File: src/rtl/core/hmq_pkg.sv
// Shared types, constants and helpers for the min-heap priority queue.
package hmq_pkg;

	localparam int CAPACITY  = 16;
	localparam int KEY_WIDTH = 32;
	localparam int CNT_W     = $clog2(CAPACITY + 1);

	typedef logic signed [KEY_WIDTH-1:0] key_t;
	typedef logic [CNT_W-1:0] cnt_t;

	localparam logic REQ_INSERT  = 1'b0;
	localparam logic REQ_EXTRACT = 1'b1;

	typedef enum logic [1:0] {
		ST_OK       = 2'd0,
		ST_OVERFLOW = 2'd1,
		ST_EMPTY    = 2'd2
	} status_t;

	typedef struct packed {
		logic               req_type;
		logic signed [31:0] key;
	} req_t;

	typedef struct packed {
		logic signed [31:0] result_key;
		status_t            status;
		logic [4:0]         occupancy;
	} rsp_t;

	// Per-cycle command broadcast to every cell.
	typedef struct packed {
		logic ins;
		logic ext;
		key_t key;
	} cell_ctl_t;

	// Largest positive key.
	localparam key_t KEY_MAXV = {1'b0, {(KEY_WIDTH-1){1'b1}}};

	// Take the low KEY_WIDTH bits of a request key, as a signed key.
	function automatic key_t to_key(logic signed [31:0] k);
		logic signed [63:0] w;
		w = 64'(k);
		return w[KEY_WIDTH-1:0];
	endfunction

	// Sign-extend or truncate a key to the 32-bit result field.
	function automatic logic signed [31:0] to_out(key_t k);
		logic signed [63:0] w;
		w = 64'(k);
		return w[31:0];
	endfunction

endpackage

File: src/rtl/core/hmq_cell.sv
// One slot of the sorted key chain: compares against the request key and shifts.
module hmq_cell (
	input  logic               clk,
	input  hmq_pkg::cell_ctl_t ctl,
	input  logic               occ,
	input  hmq_pkg::key_t      left_key,
	input  logic               left_gt,
	input  hmq_pkg::key_t      right_key,
	output hmq_pkg::key_t      key,
	output logic               gt
);

	hmq_pkg::key_t key_q;

	// An empty slot behaves as plus infinity.
	assign gt  = !occ || (key_q > ctl.key);
	assign key = key_q;

	always_ff @(posedge clk) begin
		if (ctl.ins) begin
			if (gt) begin
				key_q <= left_gt ? left_key : ctl.key;
			end
		end else if (ctl.ext) begin
			key_q <= right_key;
		end
	end

endmodule

File: src/rtl/core/binary_min_heap_queue.sv
// Top level of the bounded min-priority queue of signed keys.
// Takes one request per clock cycle: busy stays low, and start is accepted at
// every rising edge where it is high. The result of a request appears on rsp
// for exactly one cycle, with done high, in the cycle after it was accepted;
// the receiver must take it then. Keys live in a chain of CAPACITY cells kept
// in ascending order; an insert compares the new key in every cell at once and
// shifts the larger keys one cell up, an extract shifts the chain one cell down
// and returns the head. A full insert reports overflow, an empty extract
// reports empty with the largest positive key, and each result carries the
// occupancy after the request.
module binary_min_heap_queue (
	input  logic          clk,
	input  logic          arst_n,
	input  logic          start,
	output logic          busy,
	input  hmq_pkg::req_t req,
	output logic          done,
	output hmq_pkg::rsp_t rsp
);

	localparam int N = hmq_pkg::CAPACITY;

	hmq_pkg::cnt_t      count_q;
	logic               done_q;
	hmq_pkg::rsp_t      rsp_q;
	hmq_pkg::cell_ctl_t ctl;
	hmq_pkg::key_t      cell_key [N];
	logic               cell_gt  [N];
	logic               accept;
	logic               full;
	logic               empty;

	assign busy   = 1'b0;
	assign accept = start && !busy;
	assign full   = (count_q == hmq_pkg::CNT_W'(N));
	assign empty  = (count_q == '0);

	always_comb begin
		ctl.key = hmq_pkg::to_key(req.key);
		ctl.ins = accept && (req.req_type == hmq_pkg::REQ_INSERT) && !full;
		ctl.ext = accept && (req.req_type == hmq_pkg::REQ_EXTRACT) && !empty;
	end

	for (genvar i = 0; i < N; i++) begin : g_cell
		hmq_pkg::key_t lk;
		logic          lg;
		hmq_pkg::key_t rk;
		logic          occ;

		assign occ = (count_q > hmq_pkg::CNT_W'(i));
		if (i == 0) begin : g_first
			assign lk = ctl.key;
			assign lg = 1'b0;
		end else begin : g_mid
			assign lk = cell_key[i-1];
			assign lg = cell_gt[i-1];
		end
		if (i == N - 1) begin : g_last
			assign rk = cell_key[i];
		end else begin : g_inner
			assign rk = cell_key[i+1];
		end

		hmq_cell u_cell (
			.clk       (clk),
			.ctl       (ctl),
			.occ       (occ),
			.left_key  (lk),
			.left_gt   (lg),
			.right_key (rk),
			.key       (cell_key[i]),
			.gt        (cell_gt[i])
		);
	end

	always_ff @(posedge clk or negedge arst_n) begin
		if (!arst_n) begin
			count_q <= '0;
			done_q  <= 1'b0;
		end else begin
			done_q <= accept;
			if (ctl.ins) begin
				count_q <= count_q + 1'b1;
			end else if (ctl.ext) begin
				count_q <= count_q - 1'b1;
			end
		end
	end

	always_ff @(posedge clk) begin
		if (accept) begin
			if (req.req_type == hmq_pkg::REQ_INSERT) begin
				rsp_q.result_key <= '0;
				if (full) begin
					rsp_q.status    <= hmq_pkg::ST_OVERFLOW;
					rsp_q.occupancy <= 5'(count_q);
				end else begin
					rsp_q.status    <= hmq_pkg::ST_OK;
					rsp_q.occupancy <= 5'(count_q + 1'b1);
				end
			end else begin
				if (empty) begin
					rsp_q.result_key <= hmq_pkg::to_out(hmq_pkg::KEY_MAXV);
					rsp_q.status     <= hmq_pkg::ST_EMPTY;
					rsp_q.occupancy  <= 5'(count_q);
				end else begin
					rsp_q.result_key <= hmq_pkg::to_out(cell_key[0]);
					rsp_q.status     <= hmq_pkg::ST_OK;
					rsp_q.occupancy  <= 5'(count_q - 1'b1);
				end
			end
		end
	end

	assign done = done_q;
	assign rsp  = rsp_q;

endmodule
File: config.mk
export PLATFORM = sky130hd
export DESIGN_NAME = binary_min_heap_queue
export DESIGN_NICKNAME = d
export VERILOG_FILES = /design/src/rtl/core/hmq_pkg.sv /design/src/rtl/core/hmq_cell.sv /design/src/rtl/core/binary_min_heap_queue.sv
export SDC_FILE = /design/constraint.sdc
export NUM_CORES = 2
export LEC_CHECK = 0
export ABC_AREA = 1
export CAP_MARGIN = 20
export CORE_MARGIN = 5
export CORE_UTILIZATION = 55
export DETAILED_ROUTE_END_ITERATION = 8
export DONT_BUFFER_PORTS = 1
export GPL_ROUTABILITY_DRIVEN = 0
export PLACE_DENSITY_LB_ADDON = 0.08
export SETUP_SLACK_MARGIN = 0.4
export SYNTH_ARGS = -nofsm -noshare
export SYNTH_HDL_FRONTEND = slang
export SYNTH_SLANG_ARGS = --single-unit
File: constraint.sdc
create_clock -name clk -period 4.3 [get_ports clk]
set_clock_uncertainty 0.05 [all_clocks]
set_input_delay 0.215 -clock clk [delete_from_list [all_inputs] [get_ports clk]]
set_output_delay 0.215 -clock clk [all_outputs]
set_load 0.05 [all_outputs]
# Yosys cells after proc, flatten, opt, wreduce, memory -nomap -nowiden
# Cells that the tools add are included.
# classes
muxes,65
add_sub_neg,2
magnitude_cmp,32
n_reduce_logical,57
eq_ne,16
bitwise,1
# ops
operator,n
$mux W32,60
$gt A32 B32 Y1,16
$gt A5 B4 Y1 const B,8
$mux W38,1
$reduce_and A2 Y1,16
$ne A2 B1 Y1 const B,15
$gt A5 B3 Y1 const B,4
$logic_not A1 Y1,18
$logic_or A1 B1 Y1,16
$gt A5 B1 Y1 const B,2
$gt A5 B2 Y1 const B,2
$mux W5,2
$mux W7,1
$mux W6,1
$add A5 B1 Y5 const B,1
$eq A5 B5 Y1 const B,1
$logic_not A5 Y1,1
$sub A5 B1 Y5 const B,1
$logic_and A1 B1 Y1,4
$reduce_bool A2 Y1,1
$reduce_or A2 Y1,1
$not A1 Y1,1
# totals
inputBits,36
wordCells,195
reg_bits,557
out_inout_bits,41

# Depth between registers and ports, before layout
# depth
depth_word,6
mapped_depth,22
ltp_nobuf,21

# By module
# From an unflattened synthesis, not the netlist that was laid out.
# unflattened
hier_cells,5418
area_unflattened_um2,42062.8
# by_module_without_submodules
mod,instances,area_each_um2,seq_area_each_um2,cells_each
hmq_cell at g_cell[0].u_cell ...,15,2482.4,960.9,324
hmq_cell at g_cell[14].u_cell,1,2506.2,960.9,323
binary_min_heap_queue,1,2321.0,1321.3,235

# Worst setup path after synthesis
# OpenSTA, ideal clock, no wires.
# synth_timing
path_type,input-to-reg
start,input req[23] (netlist bit)
end,"register g_cell[15].u_cell.key_q[0], enable pin"
arrival_time_ps,3117
path_stages,10
required_time_ps,3818
n_path_buf,0
setup_slack_ps,701
setup_time_ps,432
path_cell_list,inv_1 -> ha_1 -> a21oi_1 -> o21ai_0 -> o21bai_1 -> a31oi_1 -> nand3b_1 -> nand2_1 -> nand2_1 -> a21oi_1
# synth_via
elab_chain_len,3
# synth_rtl
element,line,source
from (decl),binary_min_heap_queue.sv:16,"input hmq_pkg::req_t req,"
$gt A32 B32 Y1,hmq_cell.sv:16,assign gt = !occ || (key_q > ctl.key);
$logic_or A1 B1 Y1,hmq_cell.sv:16,
$reduce_and A2 Y1 (no source line),n/a,
to (signal assigned),hmq_cell.sv:22,key_q <= left_gt ? left_key : ctl.key;
to (signal assigned),hmq_cell.sv:25,key_q <= right_key;
to (decl),hmq_cell.sv:13,hmq_pkg::key_t key_q;
# No other way between the ends.
# A chain may end at the register's enable or synchronous reset.

# Worst setup path in the final report
# layout_timing
start,register count_q[0]
end,register g_cell[4].u_cell.key_q[8] (data pin)
# layout_via
elab_chain_len,6
elab_cells_between_ends,9
cone_classes,order compare: 1; eq/ne: 1; mux: 3; reduce/logical: 4
# layout_rtl
element,line,source
from (decl),binary_min_heap_queue.sv:23,hmq_pkg::cnt_t count_q;
from (signal assigned),binary_min_heap_queue.sv:83,count_q <= count_q + 1'b1;
from (signal assigned),binary_min_heap_queue.sv:85,count_q <= count_q - 1'b1;
$gt A5 B2 Y1,binary_min_heap_queue.sv:50,assign occ = (count_q > hmq_pkg::CNT_W'(i));
$logic_not A1 Y1,hmq_cell.sv:16,
$logic_or A1 B1 Y1,hmq_cell.sv:16,
$mux W32,hmq_cell.sv:22,
$mux W32,hmq_cell.sv:21,if (gt) begin
$mux W32 (*),hmq_cell.sv:20,if (ctl.ins) begin
to (signal assigned),hmq_cell.sv:22,
to (signal assigned),hmq_cell.sv:25,
to (decl),hmq_cell.sv:13,
# Every way passes the cells marked *; elsewhere a longest branch is shown, timed or not. The select of a mux whose other input is x is not followed.

==> out/results.ini <==
[clocking]
clock_path_buffers = 3
clock_latency_ns = 0.61
cts.sinks = 557
clk_pin_slew_ns = 0.06
cts-root-buf = clkbuf_16
cts_tree = built
ctsResizeCount = 0
cts_made_buffers = 69
htree_levels = 3

[timing]
finalHoldViolations = 0
final.setup.tns_ns = 0
period_needed_ns = 3.40
final-setup-viol-count = 0
maxSlewHeadroom_pct = 35.3
finalMaxSlewViolations = 0
fin_crit_sh_pct = 79.1
rsz0062_at_grt = false
fin_ws_ns = 0.899
tightest_slew_ns = 0.970
fmax_mhz = 294
holdWs_ns = 0.0912

[layout]
drive_above_1_share_pct = 4.48
area_growth_pct = 8.25
layout.cells.non_filler = 6589
nets = 6124
final_cell_area_um2 = 44900
postLayoutCoreUtil_pct = 60.2
diodes = 0

[detailed_routing]
ant_nets = 0
first_pass_iters = 6
drt-wirelength-per-cell_um = 18.4
wl_mm = 121
drt_first_iter_violations = 3290
wl_met3_mm = 9.30
dr_total_vias = 35242
drc = 0
top_layer = met4
met1_length_mm = 55.1
viasPerCell = 5.35
met2_length_mm = 53.7

[logic_synthesis]
synthArstFlopShare_pct = 1.08
synthCells = 5551
synth_top_area_share_pct = 39.9
netlist_top_cells_area = edfxtp_1 (40%), nand2_1 (26%), ha_1 (16%)
synth_edf_count = 551
synth.largest_area_cell = edfxtp_1
synth_cell_types = 44
syn-num-nets = 6104
mappedNetlistArea_um2 = 41500
post-synth-top-count-cell = nand2_1
synth-main-ff-cell = edfxtp_1
synth_common_cells = nand2_1 (2909), inv_1 (614), edfxtp_1 (551)
ys_ff_latch = 557
seq_area_frac_synth_pct = 40.2
ys.warnings.count = 0
avgSynthCellArea_um2 = 7.48

[die]
core_area_um2 = 74700
ios = 77
dieArea_um2 = 81100
initial_core_util_pct = 55.6
die_h_um = 285
die_w_um = 285
rows = 100

[global_routing]
antenna_found_initial = 0
overflow = 0
gr-usage-all-layers_pct = 29.3
grt_start_max_net_pins = 161
grt_pass1_vias = 33555
grt_pass1_wl_mm = 190

[setup_path]
path_buf_inv = 4
worstPathMaxFanout = 39
cp_cell_sequence = inv_1 > ha_1 > nand3_2 > nand2_2 > inv_2 > nand2_8 > inv_4 > buf_4 > nand2_1 > nand2_1 > nand2_1 > nand2_1
crit_slowest_cell = inv_4
startpoint_type = flop
cp_data_required_time_ns = 4.72
crit_arrival_ns = 3.82
worstSetupEndpointType = flop
critPathKind = flop to flop
crit_top_cell = nand2_1
cpPeakStageDelay_ns = 0.56
cpLargestDelayFamily = simple AND/OR/NAND/NOR gates

[power]
ir_worst_vdd_v = 0.000286
p_leak_nw = 25.3
power_mw = 26.3
power.density_nw_per_um2 = 585

[run]
drv_cap = 0

[place]
io_buffer_count = 0
place_hpwl_mm = 91.1
pre_cts_ws_ns = 0.679
place_area_um2 = 42500
place_inst = 6432

[status]
status = complete, no violations

[hold_path]
hold_class = input pin to flop

==> registers in the layout (all words and copies together), names as in the netlist <==
| register | cells |
|---|---|
| g_cell.u_cell.key | 512 |
| rsp | 39 |
| count_q | 5 |
| done | 1 |
==> repair_timing <==
item	CTS	global route
setup buffers	0	0
hold buffers	37	0
endpoints found under the hold margin	83	0
==> per-layer routing <==
metal	GRT usage, %	up-vias
met5	0	-
met4	8.02	0
met3	3.64	180
met2	46.5	1283
met1	42.7	16062
li1	-	17717
==> cells in the final DEF, fill, tap and decap left out, types with 4 or more instances in the layout <==
master,n
nor2_1,151
nor3_1,12
edfxtp_1,551
o21a_1,24
buf_4,102
dlygate4sd3_1,36
a21oi_1,263
inv_1,614
nand3_1,81
nand4_1,38
nor4_2,8
a21o_1,11
nand2_4,8
clkinv_1,13
clkbuf_16,71
o21ai_0,94
o211ai_1,4
nand2_2,31
clkbuf_1,22
clkinv_2,9
dfrtp_1,6
nand2_1,2909
ha_1,517
==> kinds of logic (layout without fill, tap and decap cells) <==
group | count (synthesis) | in the layout | synth area share (%)
AND/OR/NAND/NOR | 3250 | 3250 | 30.6
buffers and inverters | 812 | 881 | 8.27
flip-flops | 557 | 557 | 40.2
adder cells (fa/ha/maj) | 517 | 517 | 15.6
AO/OA/AOI/OAI | 410 | 410 | 5.24
XOR/XNOR | 4 | 4 | 0.0844
other | 1 | 1 | 0.00903
==> where the power goes <==
group / internal, mW / switching, mW / total (mW)
logic: 3.54 / 7.22 / 10.8
clock network: 3.25 / 2.37 / 5.62
registers: 8.41 / 1.52 / 9.93
==> area by class of cell <==
type	instances	area, um^2
clock buffers	96	1900
clock inverters	24	185
fillers	6854	29800
inverters	619	2330
multi-input cells	4182	21400
flip-flops and latches	557	16700
well taps	969	1210
repair buffers	142	1210
==> worst reg2reg max path, cell delays in order, from the launching register on <==
cell	delay, ns
dfrtp_1	0.50
inv_1	0.10
ha_1	0.26
nand3_2	0.10
nand2_2	0.08
inv_2	0.12
nand2_8	0.19
inv_4	0.57
buf_4	0.42
nand2_1	0.53
nand2_1	0.23
nand2_1	0.07
nand2_1	0.05
==> path summary, 6_finish.rpt <==
kind / slack (ns) / endpoint / cells past startpoint / from
setup reg to reg: 0.90 / g_cell[4].u_cell.key[8] / 12 / count_q[0]
max in group asynchronous: 3.45 / count_q[0] / 2 / arst_n
min in group asynchronous: 0.47 / count_q[4] / 2 / arst_n
setup / recovery: 0.90 / g_cell[4].u_cell.key[8] / 12 / count_q[0]
hold / removal: 0.09 / g_cell[0].u_cell.key[1] / 2 / req[1]
hold reg to reg: 0.50 / g_cell[3].u_cell.key[0] / 2 / g_cell[4].u_cell.key[0]
No activity file was read; power rests on OpenSTA's default activity.
